$ cat src/rtl/sfs_pkg.sv
// Shared types, widths and codes for the sprite frame sequencer.
// No dependencies; every other file imports this package.
package sfs_pkg;

    // Field and register widths.
    localparam int ACT_W      = 3;
    localparam int TIME_W     = 32;
    localparam int FRM_W      = 8;
    localparam int DUR_W      = 16;
    localparam int CNT_W      = 9;
    localparam int SPD_W      = 16;
    localparam int COL_W      = 9;
    localparam int ROW_W      = 7;
    localparam int MAX_FRAMES = 256;

    // Animation time is unsigned 40.8 fixed point.
    localparam int FRAC_W = 8;
    localparam int ANIM_W = TIME_W + SPD_W;
    localparam int DIV_W  = ANIM_W - FRAC_W;
    // Ping-pong period 2*(n-1) needs one bit more than the frame count.
    localparam int MOD_W  = CNT_W + 1;

    // Step counters of the serial units.
    localparam int MUL_CW  = $clog2(SPD_W);
    localparam int DIV_CW  = $clog2(DIV_W);
    localparam int GRID_CW = $clog2(FRM_W);

    // Configuration port.
    localparam int CFG_IDX_W  = 3;
    localparam int CFG_DATA_W = 16;

    typedef enum logic [CFG_IDX_W-1:0] {
        CFG_FRAME_DURATION = 3'd0,
        CFG_FRAME_COUNT    = 3'd1,
        CFG_FIRST_FRAME    = 3'd2,
        CFG_REVERSE_DIR    = 3'd3,
        CFG_PLAY_MODE      = 3'd4,
        CFG_SPEED_SCALE    = 3'd5,
        CFG_GRID_COLUMNS   = 3'd6
    } t_cfg_reg;

    // Play modes; the unused code behaves as repeat.
    localparam logic [1:0] PM_REPEAT   = 2'd0;
    localparam logic [1:0] PM_PINGPONG = 2'd1;
    localparam logic [1:0] PM_STOP     = 2'd2;

    typedef enum logic [ACT_W-1:0] {
        ACT_QUERY     = 3'd0,
        ACT_START     = 3'd1,
        ACT_STOP      = 3'd2,
        ACT_PAUSE     = 3'd3,
        ACT_RESUME    = 3'd4,
        ACT_SET_FRAME = 3'd5,
        ACT_FORCE     = 3'd6,
        ACT_RELEASE   = 3'd7
    } t_action;

    typedef enum logic [3:0] {
        ST_IDLE,
        ST_MUL,
        ST_ADD,
        ST_DIV_GO,
        ST_DIV,
        ST_MODE,
        ST_FRAME,
        ST_GRID_GO,
        ST_GRID,
        ST_DONE
    } t_state;

    // Commands to the serial units.
    typedef struct packed {
        logic              start;
        logic [TIME_W-1:0] mcand;
        logic [SPD_W-1:0]  mplier;
    } t_mul_cmd;

    typedef struct packed {
        logic             start;
        logic [DIV_W-1:0] dividend;
        logic [DUR_W-1:0] divisor;
        logic [MOD_W-1:0] modulus;
        logic [CNT_W-1:0] count;
        logic [FRM_W-1:0] first;
    } t_div_cmd;

    typedef struct packed {
        logic             start;
        logic [FRM_W-1:0] value;
        logic [COL_W-1:0] columns;
    } t_grid_cmd;

    // Status returned by every serial unit.
    typedef struct packed {
        logic busy;
        logic done;
    } t_unit_sts;

endpackage

$ cat src/rtl/sfs_in_if.sv
// Event channel into the sprite frame sequencer.
// Depends on sfs_pkg for the field widths.
interface sfs_in_if import sfs_pkg::*; ();
    logic              valid;
    logic              ready;
    logic [ACT_W-1:0]  action;
    logic [TIME_W-1:0] sim_time;
    logic [FRM_W-1:0]  frame_value;

    modport source (output valid, action, sim_time, frame_value, input ready);
    modport sink (input valid, action, sim_time, frame_value, output ready);
endinterface

$ cat src/rtl/sfs_out_if.sv
// Result channel out of the sprite frame sequencer.
// Depends on sfs_pkg for the field widths.
interface sfs_out_if import sfs_pkg::*; ();
    logic             valid;
    logic             ready;
    logic [FRM_W-1:0] frame_index;
    logic [FRM_W-1:0] grid_column;
    logic [ROW_W-1:0] grid_row;
    logic             is_running;
    logic             is_paused;
    logic             is_forcing;

    modport source (output valid, frame_index, grid_column, grid_row, is_running,
                    is_paused, is_forcing, input ready);
    modport sink (input valid, frame_index, grid_column, grid_row, is_running,
                  is_paused, is_forcing, output ready);
endinterface

$ cat src/rtl/sfs_mul.sv
// Bit-serial shift-add multiplier: one multiplier bit per cycle.
// Depends on sfs_pkg for widths and the command and status structs.
module sfs_mul import sfs_pkg::*; (
    input  logic                i_clk,
    input  logic                i_rst_n,
    input  t_mul_cmd            i_cmd,
    output t_unit_sts           o_sts,
    output logic [ANIM_W-1:0]   o_prod
);

    logic [TIME_W-1:0] r_mcand;
    logic [ANIM_W-1:0] r_prod;
    logic [MUL_CW-1:0] r_cnt;
    logic              r_busy;
    logic              r_done;
    logic [TIME_W:0]   sum;

    // Add the multiplicand into the upper half when the low bit is set.
    assign sum = {1'b0, r_prod[ANIM_W-1:SPD_W]} + (r_prod[0] ? {1'b0, r_mcand} : '0);

    // Control: step count and completion pulse.
    always_ff @(posedge i_clk) begin
        if (!i_rst_n) begin
            r_busy <= 1'b0;
            r_done <= 1'b0;
            r_cnt  <= '0;
        end else begin
            r_done <= r_busy && (r_cnt == '0);
            if (i_cmd.start) begin
                r_busy <= 1'b1;
                r_cnt  <= MUL_CW'(SPD_W - 1);
            end else if (r_busy) begin
                r_cnt <= r_cnt - 1'b1;
                if (r_cnt == '0) begin
                    r_busy <= 1'b0;
                end
            end
        end
    end

    // Datapath: the product shifts right as the multiplier bits are used.
    always_ff @(posedge i_clk) begin
        if (i_cmd.start) begin
            r_mcand <= i_cmd.mcand;
            r_prod  <= {TIME_W'(0), i_cmd.mplier};
        end else if (r_busy) begin
            r_prod <= {sum, r_prod[SPD_W-1:1]};
        end
    end

    assign o_sts.busy = r_busy;
    assign o_sts.done = r_done;
    assign o_prod     = r_prod;

endmodule

$ cat src/rtl/sfs_div.sv
// Restoring divider for the absolute frame, one quotient bit per cycle.
// Each quotient bit also feeds a running remainder modulo the frame period,
// and the first frame offset is reduced modulo the count in the first steps.
// Depends on sfs_pkg for widths and the command and status structs.
module sfs_div import sfs_pkg::*; (
    input  logic              i_clk,
    input  logic              i_rst_n,
    input  t_div_cmd          i_cmd,
    output t_unit_sts         o_sts,
    output logic [DIV_W-1:0]  o_quo,
    output logic [MOD_W-1:0]  o_mod,
    output logic [CNT_W-1:0]  o_ofs
);

    logic [DIV_W-1:0] r_quo;
    logic [DUR_W-1:0] r_rem;
    logic [DUR_W-1:0] r_dsr;
    logic [MOD_W-1:0] r_mod;
    logic [MOD_W-1:0] r_dmod;
    logic [CNT_W-1:0] r_ofs;
    logic [CNT_W-1:0] r_cnt_n;
    logic [FRM_W-1:0] r_ff;
    logic [DIV_CW-1:0] r_cnt;
    logic             r_busy;
    logic             r_done;

    logic [DUR_W:0]   t_rem;
    logic [DUR_W:0]   d_rem;
    logic             q_bit;
    logic [MOD_W:0]   t_mod;
    logic [MOD_W:0]   d_mod;
    logic [CNT_W:0]   t_ofs;
    logic [CNT_W:0]   d_ofs;
    logic             ofs_step;

    // One trial subtraction per unit per cycle.
    always_comb begin
        t_rem    = {r_rem, r_quo[DIV_W-1]};
        d_rem    = t_rem - {1'b0, r_dsr};
        q_bit    = (t_rem >= {1'b0, r_dsr});
        t_mod    = {r_mod, q_bit};
        d_mod    = t_mod - {1'b0, r_dmod};
        t_ofs    = {r_ofs, r_ff[FRM_W-1]};
        d_ofs    = t_ofs - {1'b0, r_cnt_n};
        ofs_step = (r_cnt >= DIV_CW'(DIV_W - FRM_W));
    end

    // Control: step count and completion pulse.
    always_ff @(posedge i_clk) begin
        if (!i_rst_n) begin
            r_busy <= 1'b0;
            r_done <= 1'b0;
            r_cnt  <= '0;
        end else begin
            r_done <= r_busy && (r_cnt == '0);
            if (i_cmd.start) begin
                r_busy <= 1'b1;
                r_cnt  <= DIV_CW'(DIV_W - 1);
            end else if (r_busy) begin
                r_cnt <= r_cnt - 1'b1;
                if (r_cnt == '0) begin
                    r_busy <= 1'b0;
                end
            end
        end
    end

    // Datapath: quotient bits shift in as dividend bits shift out.
    always_ff @(posedge i_clk) begin
        if (i_cmd.start) begin
            r_quo   <= i_cmd.dividend;
            r_rem   <= '0;
            r_dsr   <= i_cmd.divisor;
            r_mod   <= '0;
            r_dmod  <= i_cmd.modulus;
            r_ofs   <= '0;
            r_cnt_n <= i_cmd.count;
            r_ff    <= i_cmd.first;
        end else if (r_busy) begin
            r_quo <= {r_quo[DIV_W-2:0], q_bit};
            r_rem <= q_bit ? d_rem[DUR_W-1:0] : t_rem[DUR_W-1:0];
            r_mod <= (t_mod >= {1'b0, r_dmod}) ? d_mod[MOD_W-1:0] : t_mod[MOD_W-1:0];
            if (ofs_step) begin
                r_ff  <= {r_ff[FRM_W-2:0], 1'b0};
                r_ofs <= (t_ofs >= {1'b0, r_cnt_n}) ? d_ofs[CNT_W-1:0] : t_ofs[CNT_W-1:0];
            end
        end
    end

    assign o_sts.busy = r_busy;
    assign o_sts.done = r_done;
    assign o_quo      = r_quo;
    assign o_mod      = r_mod;
    assign o_ofs      = r_ofs;

endmodule

$ cat src/rtl/sfs_grid.sv
// Serial divider that splits a frame number into grid column and row.
// Depends on sfs_pkg for widths and the command and status structs.
module sfs_grid import sfs_pkg::*; (
    input  logic              i_clk,
    input  logic              i_rst_n,
    input  t_grid_cmd         i_cmd,
    output t_unit_sts         o_sts,
    output logic [FRM_W-1:0]  o_column,
    output logic [ROW_W-1:0]  o_row
);

    logic [FRM_W-1:0]   r_quo;
    logic [COL_W-1:0]   r_rem;
    logic [COL_W-1:0]   r_cols;
    logic [GRID_CW-1:0] r_cnt;
    logic               r_busy;
    logic               r_done;
    logic [COL_W:0]     t_rem;
    logic [COL_W:0]     d_rem;
    logic               q_bit;

    always_comb begin
        t_rem = {r_rem, r_quo[FRM_W-1]};
        d_rem = t_rem - {1'b0, r_cols};
        q_bit = (t_rem >= {1'b0, r_cols});
    end

    // Control: step count and completion pulse.
    always_ff @(posedge i_clk) begin
        if (!i_rst_n) begin
            r_busy <= 1'b0;
            r_done <= 1'b0;
            r_cnt  <= '0;
        end else begin
            r_done <= r_busy && (r_cnt == '0);
            if (i_cmd.start) begin
                r_busy <= 1'b1;
                r_cnt  <= GRID_CW'(FRM_W - 1);
            end else if (r_busy) begin
                r_cnt <= r_cnt - 1'b1;
                if (r_cnt == '0) begin
                    r_busy <= 1'b0;
                end
            end
        end
    end

    // Datapath: restoring division, one bit per cycle.
    always_ff @(posedge i_clk) begin
        if (i_cmd.start) begin
            r_quo  <= i_cmd.value;
            r_rem  <= '0;
            r_cols <= i_cmd.columns;
        end else if (r_busy) begin
            r_quo <= {r_quo[FRM_W-2:0], q_bit};
            r_rem <= q_bit ? d_rem[COL_W-1:0] : t_rem[COL_W-1:0];
        end
    end

    assign o_sts.busy = r_busy;
    assign o_sts.done = r_done;
    // The column is at most the frame number, and at least two columns keep the row narrow.
    assign o_column   = r_rem[FRM_W-1:0];
    assign o_row      = r_quo[ROW_W-1:0];

endmodule

$ cat src/rtl/sprite_frame_sequencer_top.sv
// A time-advancing query or a set frame passes the 16-step multiplier,
// then the 40-step frame divider; other events use the frame divider alone, which is skipped
// when a frame is forced after the event; the 8-step grid divider is in every path.
// One event is in flight at a time; the next is taken the cycle after its result is
// placed in the output register, even if that result has not yet been transferred.
// Synchronous active-low reset restores register defaults and control state; no sweep.
module sprite_frame_sequencer_top import sfs_pkg::*; (
    input  logic                  i_clk,
    input  logic                  i_rst_n,
    input  logic                  i_cfg_we,
    input  logic [CFG_IDX_W-1:0]  i_cfg_idx,
    input  logic [CFG_DATA_W-1:0] i_cfg_data,
    sfs_in_if.sink                i_in,
    sfs_out_if.source             o_out
);

    // Configuration registers.
    logic [DUR_W-1:0] r_cfg_dur;
    logic [CNT_W-1:0] r_cfg_cnt;
    logic [FRM_W-1:0] r_cfg_first;
    logic             r_cfg_rev;
    logic [1:0]       r_cfg_mode;
    logic [SPD_W-1:0] r_cfg_speed;
    logic [COL_W-1:0] r_cfg_cols;

    // Sequencer state.
    t_state            r_state, n_state;
    logic              r_running;
    logic              r_paused;
    logic              r_force;
    logic [FRM_W-1:0]  r_forced;
    logic [TIME_W-1:0] r_last;
    logic [ANIM_W-1:0] r_anim;
    logic              r_set;
    logic [FRM_W-1:0]  r_m;
    logic [FRM_W-1:0]  r_idx;

    // Output register.
    logic              r_out_valid;
    logic [FRM_W-1:0]  r_out_frame;
    logic [FRM_W-1:0]  r_out_col;
    logic [ROW_W-1:0]  r_out_row;
    logic              r_out_run;
    logic              r_out_pause;
    logic              r_out_force;

    // Effective register values.
    logic [DUR_W-1:0]  dur_eff;
    logic [CNT_W-1:0]  n_eff;
    logic [CNT_W-1:0]  nm1;
    logic [COL_W-1:0]  cols_eff;
    logic [MOD_W-1:0]  d_mod;
    logic              pingpong;

    // Control.
    logic              acc;
    t_action           act;
    logic              need_adv;
    logic              need_set;
    logic              force_after;
    logic              out_load;
    logic              div_go;
    logic              grid_go;
    logic [FRM_W-1:0]  grid_val;

    // Unit connections.
    t_mul_cmd          mul_cmd;
    t_div_cmd          div_cmd;
    t_grid_cmd         grid_cmd;
    t_unit_sts         mul_sts;
    t_unit_sts         div_sts;
    t_unit_sts         grid_sts;
    logic [ANIM_W-1:0] mul_prod;
    logic [DIV_W-1:0]  div_quo;
    logic [MOD_W-1:0]  div_mod;
    logic [CNT_W-1:0]  div_ofs;
    logic [FRM_W-1:0]  grid_col;
    logic [ROW_W-1:0]  grid_row;

    // Datapath intermediates.
    logic [ANIM_W:0]   anim_sum;
    logic [MOD_W-1:0]  pp_q;
    logic [MOD_W-1:0]  pp_m;
    logic              a_zero;
    logic              a_big;
    logic [FRM_W-1:0]  m_val;
    logic [CNT_W:0]    f_sum;
    logic [CNT_W:0]    f_dif;
    logic [FRM_W-1:0]  f_val;

    // Out-of-range register values are folded into their legal range here.
    always_comb begin
        dur_eff = (r_cfg_dur == '0) ? DUR_W'(1) : r_cfg_dur;
        if (r_cfg_cnt == '0) begin
            n_eff = CNT_W'(1);
        end else if (r_cfg_cnt > CNT_W'(MAX_FRAMES)) begin
            n_eff = CNT_W'(MAX_FRAMES);
        end else begin
            n_eff = r_cfg_cnt;
        end
        nm1      = n_eff - CNT_W'(1);
        cols_eff = (r_cfg_cols < COL_W'(2)) ? COL_W'(2) : r_cfg_cols;
        pingpong = (r_cfg_mode == PM_PINGPONG);
        // Ping-pong repeats every 2*(n-1) frames; a single frame keeps the plain count.
        if (pingpong && (n_eff != CNT_W'(1))) begin
            d_mod = ({1'b0, n_eff} << 1) - MOD_W'(2);
        end else begin
            d_mod = MOD_W'(n_eff);
        end
    end

    // Event decode.
    assign acc        = i_in.valid && i_in.ready;
    assign i_in.ready = (r_state == ST_IDLE);
    assign act        = t_action'(i_in.action);

    always_comb begin
        need_adv    = (act == ACT_QUERY) && !r_force && r_running && !r_paused;
        need_set    = (act == ACT_SET_FRAME);
        force_after = (act == ACT_FORCE) || ((act != ACT_RELEASE) && r_force);
    end

    // State register.
    always_ff @(posedge i_clk) begin
        if (!i_rst_n) begin
            r_state <= ST_IDLE;
        end else begin
            r_state <= n_state;
        end
    end

    // Next state and unit launches.
    always_comb begin
        n_state  = r_state;
        out_load = 1'b0;
        div_go   = 1'b0;
        grid_go  = 1'b0;
        unique case (r_state)
            ST_IDLE: begin
                if (acc) begin
                    if (need_adv || need_set) begin
                        n_state = ST_MUL;
                    end else if (force_after) begin
                        n_state = ST_GRID_GO;
                    end else begin
                        n_state = ST_DIV_GO;
                    end
                end
            end
            ST_MUL: begin
                if (mul_sts.done) begin
                    n_state = ST_ADD;
                end
            end
            ST_ADD: begin
                n_state = r_force ? ST_GRID_GO : ST_DIV_GO;
            end
            ST_DIV_GO: begin
                div_go  = 1'b1;
                n_state = ST_DIV;
            end
            ST_DIV: begin
                if (div_sts.done) begin
                    n_state = ST_MODE;
                end
            end
            ST_MODE: begin
                n_state = ST_FRAME;
            end
            ST_FRAME: begin
                n_state = ST_GRID_GO;
            end
            ST_GRID_GO: begin
                grid_go = 1'b1;
                n_state = ST_GRID;
            end
            ST_GRID: begin
                if (grid_sts.done) begin
                    n_state = ST_DONE;
                end
            end
            ST_DONE: begin
                if (!r_out_valid || o_out.ready) begin
                    out_load = 1'b1;
                    n_state  = ST_IDLE;
                end
            end
            default: begin
                n_state = ST_IDLE;
            end
        endcase
    end

    // Multiplier: elapsed time times speed, or frame number times duration.
    always_comb begin
        mul_cmd.start  = acc && (need_adv || need_set);
        mul_cmd.mcand  = need_set ? TIME_W'(dur_eff) : (i_in.sim_time - r_last);
        mul_cmd.mplier = need_set ? SPD_W'(i_in.frame_value) : r_cfg_speed;
    end

    sfs_mul u_mul (
        .i_clk   (i_clk),
        .i_rst_n (i_rst_n),
        .i_cmd   (mul_cmd),
        .o_sts   (mul_sts),
        .o_prod  (mul_prod)
    );

    // Time advance saturates at the top of the 40.8 range.
    assign anim_sum = {1'b0, r_anim} + {1'b0, mul_prod};

    // Frame divider: a stopped animation always sits on absolute frame zero.
    always_comb begin
        div_cmd.start    = div_go;
        div_cmd.dividend = r_running ? r_anim[ANIM_W-1:FRAC_W] : '0;
        div_cmd.divisor  = dur_eff;
        div_cmd.modulus  = d_mod;
        div_cmd.count    = n_eff;
        div_cmd.first    = r_cfg_first;
    end

    sfs_div u_div (
        .i_clk   (i_clk),
        .i_rst_n (i_rst_n),
        .i_cmd   (div_cmd),
        .o_sts   (div_sts),
        .o_quo   (div_quo),
        .o_mod   (div_mod),
        .o_ofs   (div_ofs)
    );

    // Play mode applied to the absolute frame.
    always_comb begin
        a_zero = (div_quo == '0);
        a_big  = (div_quo[DIV_W-1:CNT_W] != '0) || (div_quo[CNT_W-1:0] >= n_eff);
        // Ping-pong: position of (a-1) within the period, then fold the back half.
        pp_q   = (div_mod == '0) ? (d_mod - MOD_W'(1)) : (div_mod - MOD_W'(1));
        pp_m   = (pp_q < MOD_W'(nm1)) ? (pp_q + MOD_W'(1)) : (d_mod - MOD_W'(1) - pp_q);
        unique case (r_cfg_mode)
            PM_PINGPONG: begin
                m_val = ((n_eff == CNT_W'(1)) || a_zero) ? '0 : pp_m[FRM_W-1:0];
            end
            PM_STOP: begin
                m_val = a_big ? nm1[FRM_W-1:0] : div_quo[FRM_W-1:0];
            end
            default: begin
                m_val = div_mod[FRM_W-1:0];
            end
        endcase
    end

    // Start offset added forward or backward modulo the frame count.
    always_comb begin
        if (r_cfg_rev) begin
            f_sum = {1'b0, div_ofs} + {1'b0, n_eff} - (CNT_W + 1)'(r_m);
        end else begin
            f_sum = {1'b0, div_ofs} + (CNT_W + 1)'(r_m);
        end
        f_dif = f_sum - {1'b0, n_eff};
        f_val = (f_sum >= {1'b0, n_eff}) ? f_dif[FRM_W-1:0] : f_sum[FRM_W-1:0];
    end

    // Grid split of the shown frame.
    assign grid_val = r_force ? r_forced : r_idx;

    always_comb begin
        grid_cmd.start   = grid_go;
        grid_cmd.value   = grid_val;
        grid_cmd.columns = cols_eff;
    end

    sfs_grid u_grid (
        .i_clk    (i_clk),
        .i_rst_n  (i_rst_n),
        .i_cmd    (grid_cmd),
        .o_sts    (grid_sts),
        .o_column (grid_col),
        .o_row    (grid_row)
    );

    // Configuration, control flags, timing state and output valid.
    always_ff @(posedge i_clk) begin
        if (!i_rst_n) begin
            r_cfg_dur   <= DUR_W'(1000);
            r_cfg_cnt   <= CNT_W'(1);
            r_cfg_first <= '0;
            r_cfg_rev   <= 1'b0;
            r_cfg_mode  <= PM_REPEAT;
            r_cfg_speed <= SPD_W'(256);
            r_cfg_cols  <= COL_W'(2);
            r_running   <= 1'b0;
            r_paused    <= 1'b0;
            r_force     <= 1'b0;
            r_forced    <= '0;
            r_last      <= '0;
            r_anim      <= '0;
            r_out_valid <= 1'b0;
        end else begin
            if (i_cfg_we) begin
                unique case (i_cfg_idx)
                    CFG_FRAME_DURATION: r_cfg_dur   <= i_cfg_data[DUR_W-1:0];
                    CFG_FRAME_COUNT:    r_cfg_cnt   <= i_cfg_data[CNT_W-1:0];
                    CFG_FIRST_FRAME:    r_cfg_first <= i_cfg_data[FRM_W-1:0];
                    CFG_REVERSE_DIR:    r_cfg_rev   <= i_cfg_data[0];
                    CFG_PLAY_MODE:      r_cfg_mode  <= i_cfg_data[1:0];
                    CFG_SPEED_SCALE:    r_cfg_speed <= i_cfg_data[SPD_W-1:0];
                    CFG_GRID_COLUMNS:   r_cfg_cols  <= i_cfg_data[COL_W-1:0];
                    default: begin
                    end
                endcase
            end

            if (acc) begin
                unique case (act)
                    ACT_QUERY: begin
                        if (!r_force && r_running) begin
                            r_last <= i_in.sim_time;
                        end
                    end
                    ACT_START: begin
                        r_running <= 1'b1;
                        r_paused  <= 1'b0;
                        r_anim    <= '0;
                        r_last    <= i_in.sim_time;
                    end
                    ACT_STOP: begin
                        r_running <= 1'b0;
                        r_paused  <= 1'b0;
                        r_anim    <= '0;
                        r_last    <= '0;
                    end
                    ACT_PAUSE:     r_paused <= 1'b1;
                    ACT_RESUME:    r_paused <= 1'b0;
                    // The animation time is written once the product is ready.
                    ACT_SET_FRAME: begin
                    end
                    ACT_FORCE: begin
                        r_force  <= 1'b1;
                        r_forced <= i_in.frame_value;
                    end
                    ACT_RELEASE:   r_force <= 1'b0;
                endcase
            end

            if (r_state == ST_ADD) begin
                if (r_set) begin
                    r_anim <= {mul_prod[DIV_W-1:0], FRAC_W'(0)};
                end else if (anim_sum[ANIM_W]) begin
                    r_anim <= '1;
                end else begin
                    r_anim <= anim_sum[ANIM_W-1:0];
                end
            end

            if (out_load) begin
                r_out_valid <= 1'b1;
            end else if (o_out.ready) begin
                r_out_valid <= 1'b0;
            end
        end
    end

    // Working and result registers.
    always_ff @(posedge i_clk) begin
        if (acc) begin
            r_set <= need_set;
        end
        if (r_state == ST_MODE) begin
            r_m <= m_val;
        end
        if (r_state == ST_FRAME) begin
            r_idx <= f_val;
        end else if (grid_go) begin
            r_idx <= grid_val;
        end
        if (out_load) begin
            r_out_frame <= r_idx;
            r_out_col   <= grid_col;
            r_out_row   <= grid_row;
            r_out_run   <= r_running;
            r_out_pause <= r_paused;
            r_out_force <= r_force;
        end
    end

    assign o_out.valid       = r_out_valid;
    assign o_out.frame_index = r_out_frame;
    assign o_out.grid_column = r_out_col;
    assign o_out.grid_row    = r_out_row;
    assign o_out.is_running  = r_out_run;
    assign o_out.is_paused   = r_out_pause;
    assign o_out.is_forcing  = r_out_force;

    // No new event may enter while any serial unit is still working.
    a_busy_blocks_input: assert property (@(posedge i_clk) disable iff (!i_rst_n)
        (mul_sts.busy || div_sts.busy || grid_sts.busy) |-> !i_in.ready)
        else $error("event accepted while a serial unit is busy");

    // The streamed remainder stays below its period.
    a_mod_in_range: assert property (@(posedge i_clk) disable iff (!i_rst_n)
        (r_state == ST_MODE) |-> (div_mod < d_mod))
        else $error("frame period remainder out of range");

    // A computed frame is always below the frame count.
    a_frame_in_range: assert property (@(posedge i_clk) disable iff (!i_rst_n)
        (r_state == ST_FRAME) |=> ({1'b0, r_idx} < n_eff))
        else $error("computed frame not below frame count");

    // Advancing time never moves the animation backward.
    a_time_monotonic: assert property (@(posedge i_clk) disable iff (!i_rst_n)
        (r_state == ST_ADD && !r_set) |=> (r_anim >= $past(r_anim)))
        else $error("animation time decreased on advance");

endmodule
$ cat src/flat_wrapper.sv
// flat-port wrapper written by rule: the top's interface ports become plain ports
module sprite_frame_sequencer_top_flat import sfs_pkg::*;
  (i_clk, i_rst_n, i_cfg_we, i_cfg_idx, i_cfg_data, i_in_valid, i_in_action, i_in_sim_time, i_in_frame_value, i_in_ready, o_out_valid, o_out_frame_index, o_out_grid_column, o_out_grid_row, o_out_is_running, o_out_is_paused, o_out_is_forcing, o_out_ready);
  sfs_in_if i_in_i ();
  sfs_out_if o_out_i ();
  input  logic i_clk;
  input  logic i_rst_n;
  input  logic i_cfg_we;
  input  logic [CFG_IDX_W-1:0] i_cfg_idx;
  input  logic [CFG_DATA_W-1:0] i_cfg_data;
  input wire logic [$bits(i_in_i.valid)-1:0] i_in_valid;
  input wire logic [$bits(i_in_i.action)-1:0] i_in_action;
  input wire logic [$bits(i_in_i.sim_time)-1:0] i_in_sim_time;
  input wire logic [$bits(i_in_i.frame_value)-1:0] i_in_frame_value;
  output wire logic [$bits(i_in_i.ready)-1:0] i_in_ready;
  output wire logic [$bits(o_out_i.valid)-1:0] o_out_valid;
  output wire logic [$bits(o_out_i.frame_index)-1:0] o_out_frame_index;
  output wire logic [$bits(o_out_i.grid_column)-1:0] o_out_grid_column;
  output wire logic [$bits(o_out_i.grid_row)-1:0] o_out_grid_row;
  output wire logic [$bits(o_out_i.is_running)-1:0] o_out_is_running;
  output wire logic [$bits(o_out_i.is_paused)-1:0] o_out_is_paused;
  output wire logic [$bits(o_out_i.is_forcing)-1:0] o_out_is_forcing;
  input wire logic [$bits(o_out_i.ready)-1:0] o_out_ready;
  assign i_in_i.valid = i_in_valid;
  assign i_in_i.action = i_in_action;
  assign i_in_i.sim_time = i_in_sim_time;
  assign i_in_i.frame_value = i_in_frame_value;
  assign i_in_ready = i_in_i.ready;
  assign o_out_valid = o_out_i.valid;
  assign o_out_frame_index = o_out_i.frame_index;
  assign o_out_grid_column = o_out_i.grid_column;
  assign o_out_grid_row = o_out_i.grid_row;
  assign o_out_is_running = o_out_i.is_running;
  assign o_out_is_paused = o_out_i.is_paused;
  assign o_out_is_forcing = o_out_i.is_forcing;
  assign o_out_i.ready = o_out_ready;
  sprite_frame_sequencer_top u_core (.i_clk(i_clk), .i_rst_n(i_rst_n), .i_cfg_we(i_cfg_we), .i_cfg_idx(i_cfg_idx), .i_cfg_data(i_cfg_data), .i_in(i_in_i), .o_out(o_out_i));
endmodule
$ cat config.mk
export PLATFORM = sky130hd
export DESIGN_NAME = sprite_frame_sequencer_top_flat
export DESIGN_NICKNAME = d
export VERILOG_FILES = /design/src/rtl/sfs_pkg.sv /design/src/rtl/sfs_in_if.sv /design/src/rtl/sfs_out_if.sv /design/src/rtl/sfs_mul.sv /design/src/rtl/sfs_div.sv /design/src/rtl/sfs_grid.sv /design/src/rtl/sprite_frame_sequencer_top.sv /design/src/flat_wrapper.sv
export SDC_FILE = /design/constraint.sdc
export NUM_CORES = 1
export LEC_CHECK = 0
export ABC_CLOCK_PERIOD_IN_PS = 7100
export BUFFER_PORTS_ARGS = -buffer_cell sky130_fd_sc_hd__clkbuf_2
export CAP_MARGIN = 20
export CORE_ASPECT_RATIO = 0.75
export CORE_UTILIZATION = 45
export CTS_BUF_LIST = sky130_fd_sc_hd__clkbuf_4
export CTS_CLUSTER_DIAMETER = 80
export DETAILED_ROUTE_END_ITERATION = 7
export GPL_TIMING_DRIVEN = 0
export SLEW_MARGIN = 25
export SYNTH_ARGS = -nofsm -noshare
export SYNTH_HDL_FRONTEND = slang
export SYNTH_SLANG_ARGS = --single-unit
export TNS_END_PERCENT = 5
$ cat constraint.sdc
create_clock -name i_clk -period 7.1 [get_ports i_clk]
set_clock_uncertainty 0.1 [all_clocks]
set_input_delay 0 -clock i_clk [delete_from_list [all_inputs] [get_ports i_clk]]
set_output_delay 0 -clock i_clk [all_outputs]
set_load 0.01 [all_outputs]
**Word-level counts from Yosys, hierarchy flattened**

Index checks and enable logic that the tools add are counted.

- Word-level logic and storage cells: 245
- Flip-flop bits (word level): 443

- Bitwise logic cells: 1
- Add/sub/neg operators: 20
- Muxes and demuxes: 71
- Equality and inequality tests: 33
- Reduce and logical (&&, ||, !) cells: 61
- Magnitude comparators: 10

Operators with widths:

| operator | count |
|---|---|
| two-way mux 48 bit | 5 |
| two-way mux 40 bit | 3 |
| two-way mux 16 bit | 6 |
| two-way mux 8 bit | 12 |
| case mux 32 bit (3 select lines) | 1 |
| two-way mux 32 bit | 2 |
| adder 48 x 48 -> 49 bit | 1 |
| zero test 40 bit | 1 |
| two-way mux 10 bit | 4 |
| case mux 4 bit (10 select lines) | 1 |
| two-way mux 9 bit | 4 |
| adder 32 x 32 -> 33 bit | 1 |
| two-way mux 4 bit | 8 |
| subtractor 32 bit | 1 |
| nonzero test 31 bit | 1 |
| >= comparator 10 x 9 -> 1 bit | 3 |
| AND reduction 2 bit | 14 |
| nonzero test 2 bit | 11 |
| == test 3 bit, second input constant | 7 |
| subtractor 10 x 1 -> 10 bit, second input constant | 2 |
| subtractor 9 bit | 2 |
| >= comparator 17 x 16 -> 1 bit | 1 |
| == test 4 x 3 -> 1 bit, second input constant | 4 |
| zero test 16 bit | 1 |
| other kinds (49) | 100 |

**Logic depth before layout (Yosys ltp)**

- Word-level depth: 12
- Depth in mapped cells: 26
- Gate-level depth less buffers: 23

**Cells and area by module**

From an unflattened synthesis, not the netlist that was laid out.

- Cells, all modules: 3,391
- Area, all modules: 29,681.0 um^2

Modules (own cells, without submodules):

| module | instances | cells an instance | area each (um^2) |
|---|---|---|---|
| sprite_frame_sequencer_top | 1 | 2,092 | 16,102.9 |
| sfs_div | 1 | 617 | 6,834.1 |
| sfs_mul | 1 | 508 | 4,922.2 |
| sfs_grid | 1 | 174 | 1,821.7 |

**Worst setup path after synthesis**

Ideal clock, no wire load.

- Kind: register to register
- Start point: register u_core.r_cfg_cnt[5]
- End point: register u_core.r_m[0] (data pin)
- Required time: 6.733 ns
- Arrival time: 4.720 ns
- Slack: 2.014 ns
- Stages on the path, launching flop included: 26
- Buffers on the path: 2
- Clock period less this slack: 5.086 ns
- Library setup time: 0.267 ns
- Path through: dfxtp_1 nor4_4 nand3_1 o22ai_2 ha_1 nor4b_2 a21bo_2 buf_2 nand2_1 a21boi_0 ha_1 nand2_1 nor2_1 xor2_1 o21ai_1 inv_1 ha_1 a21oi_1 o21ai_0 a21oi_1 o21ai_0 a21o_1 buf_4 mux2i_1 a221oi_1 a21oi_1

RTL lines:

| element | RTL line | text |
|---|---|---|
| start: declaration | sprite_frame_sequencer_top.sv:19 | `logic [CNT_W-1:0] r_cfg_cnt;` |
| start signal: assignment | sprite_frame_sequencer_top.sv:302 | `CFG_FRAME_COUNT: r_cfg_cnt <= i_cfg_data[CNT_W-1:0];` |
| end signal: assignment | sprite_frame_sequencer_top.sv:369 | `r_m <= m_val;` |
| end: declaration | sprite_frame_sequencer_top.sv:35 | `logic [FRM_W-1:0] r_m;` |

==> flow_summary.json <==
{
  "seqCellArea_um2": 10800,
  "critPathRequiredTime_ps": 7650,
  "insertion_delay_ps": 960,
  "firstDrtPassIters": 6,
  "drc": 0,
  "multi_input_area_um2": 16400,
  "vias": 26076,
  "status": "finished clean",
  "worst_pin_slew_ps": 1030,
  "ant_nets": 0,
  "synth-edff-count": 191,
  "min_path_type": "primary input to flop",
  "area_growth_syn_to_layout_pct": 19.2,
  "layout_common_cells": "nand2_1 (499), dfxtp_1 (252), dlygate4sd3_1 (228), ha_1 (227), nor2_1 (217)",
  "power.leakage_nw": 14.4,
  "ios": 95,
  "drv_slew": 0,
  "cts.sinks": 443,
  "antenna_found_initial": 3,
  "cpMaxStageDelayCell": "buf_1",
  "layout_min_cycle_time_ps": 6470,
  "row_count": 79,
  "dieArea_um2": 64400,
  "rsz0062_at_grt": "no",
  "dp_hpwl_um": 66800,
  "post-route-util": 0.545,
  "die_h_um": 220,
  "critPathLaunch": "u_core.r_cfg_cnt[8]",
  "cts_tree": "done",
  "max_stage_delay_ps": 570,
  "ys.flop_type": "dfxtp_1",
  "synth_top_area_frac": 0.201,
  "clock-root-buffer": "clkbuf_4",
  "cp-start-kind": "flop",
  "cts_inserted_buffers": 116,
  "fin_hold_ws_ps": 103,
  "core_area_um2": 62400,
  "drt_iter0_markers": 2305,
  "ys_seq_area_frac": 0.378,
  "wl_per_cell_um": 19.4,
  "slew_headroom": 0.311,
  "drt_wl_total_um": 91000,
  "yosysTopAreaCell": "edfxtp_1",
  "post_cts_buffers": 0,
  "path_class": "flop to flop",
  "grt_overflow_total": 0,
  "final_common_cell": "nand2_1",
  "synth_nets": 3604,
  "totalPowerFinal_w": 0.0114,
  "fillers": 5666,
  "critPathBufInv": 6,
  "start_util": 0.457,
  "syn_area_um2": 28500,
  "r2r-start": "u_core.r_cfg_cnt[8]",
  "cts.clk_slew.worst_paths_ps": 70,
  "cts_max_path_buffers": 3,
  "yosys_warnings": 0,
  "hold_viol": 0,
  "synth_area_per_cell_um2": 8.66,
  "vdd_ir_drop_max_uv": 227,
  "maxCapViolations": 0,
  "worstPathArrival_ps": 7010,
  "port_buffers": 90,
  "fmax_mhz": 155,
  "drive_gt1_frac": 0.0904,
  "async_flop_share": 0,
  "place.gp.congestion": 0.959,
  "crit_fanout": 10,
  "setup_viol": 0,
  "period_share": 0.911,
  "grtUsageTotal": 0.279,
  "netlist_instances": 3292,
  "grt_pass1_wl_um": 140000,
  "yosysUniqueCellTypes": 85,
  "hold_start": "i_in_sim_time[20]",
  "nets": 4045,
  "grt_max_degree": 32,
  "end_kind": "flop",
  "synth-seq-cells": 443,
  "cts_htree_levels": 3,
  "die_width_um": 293,
  "cp_top_family": "compound AO/OA/AOI/OAI gates",
  "vias_per_cell": 5.57,
  "synth_area_leaders": "edfxtp_1 (20%), dfxtp_1 (18%), ha_1 (10%)",
  "tns_ps": 0,
  "r2r_slack_ps": 630,
  "pwr_density_cell_nw_per_um2": 334,
  "first_global_vias": 24730
}
per-stage QoR:
step                setup slack (ps)  cell area, um2  cells
floorplan                       2010           28500   3292
global placement                 829           30000   4232
detailed placement               747           30200   4237
CTS                              672           34000   4678
global route                     279           34000   4680
finish                           633           34000   4680
cells by family (layout without fill, tap and decap cells):
logic type	after synthesis	count (layout)	synth area share
xor gates and xnor gates	184	184	0.0565
AOI/OAI and AO/OA	806	806	0.186
adders and majority gates	245	245	0.112
DFF	443	443	0.378
buffers and inverters	367	903	0.0486
and+or+nand+nor	1159	1159	0.188
muxes	88	88	0.0313
other	0	2	0
worst register-to-register path, cell delays in order (launching register included):
cell and delay, ps:
dfxtp_1 300, buf_2 230, buf_1 570, nor2b_1 230
inv_1 350, ha_1 210, nor4b_2 290, a21bo_2 300
buf_2 280, nand2_1 90, a21boi_0 180, ha_1 260
nand2_1 160, nor2_1 70, xor2_1 180, o21ai_1 520
inv_1 100, ha_1 310, a21oi_1 120, o21ai_0 90
a21oi_1 140, o21ai_0 100, a21o_1 210, buf_4 180
mux2i_1 150, a221oi_1 290, a21oi_1 130
final timing paths:
| kind | end | cells after the start |
|---|---|---|
| hold reg to reg | u_core.o_out.is_running | 0 |
| hold / removal | u_core.u_mul.r_mcand[20] | 5 |
| setup / recovery | u_core.r_m[2] | 26 |
| setup reg to reg | u_core.r_m[2] | 26 |
metal layers:
layer  global-route usage  part of all wire  wire [um]  up-vias
met3               0.0640             0.084       7660      160
met1                0.415              0.49      44500    12301
met4               0.0761             0.020       1830        0
met5                    0                 0          0        -
met2                0.398              0.41      37000     1030
li1                     -                 -          -    12585
synthesized netlist by cell type (93+ instances only):
cell type,number
nand2_1,499
dfxtp_1,252
ha_1,227
nor2_1,217
a21oi_1,215
inv_1,193
edfxtp_1,191
clkbuf_1,151
o21ai_0,147
nand3_1,125
xnor2_1,106
a21boi_0,95
a21o_1,93
cell type report:
class                           count  share of cell area
Multi-Input combinational cell   2482               0.482
Sequential cell                   443               0.317
Timing Repair Buffer              323              0.0834
Clock buffer                      178              0.0393
Tap cell                          850              0.0313
Inverter                          202              0.0223
Buffer                            165              0.0186
Clock inverter                     35             0.00615
Antenna cell                        2            0.000147
sequential cells by signal, summed over array words and instances (netlist names), 10 cells and up:
name / flops
u_core.r_anim: 48
u_core.u_mul.o_prod: 48
u_core.u_div.o_quo: 40
u_core.r_last: 32
u_core.u_mul.r_mcand: 32
u_core.r_cfg_dur: 16
u_core.r_cfg_speed: 16
u_core.u_div.r_dsr: 16
u_core.u_div.r_rem: 16
u_core.u_div.o_mod: 10
u_core.u_div.r_dmod: 10
timing repair:
item,CTS,global route
endpoints found under the hold margin,219,0
hold buffers,228,0
resized for setup,0,0
power by group:
group          leakage (nW)  switching (W)  internal [W]
Combinational          9.73        0.00309       0.00221
Sequential             3.79       0.000556       0.00315
Clock                 0.918        0.00116       0.00119
Total                  14.4        0.00480       0.00655
Note: power is estimated with default switching activity, not from simulation.
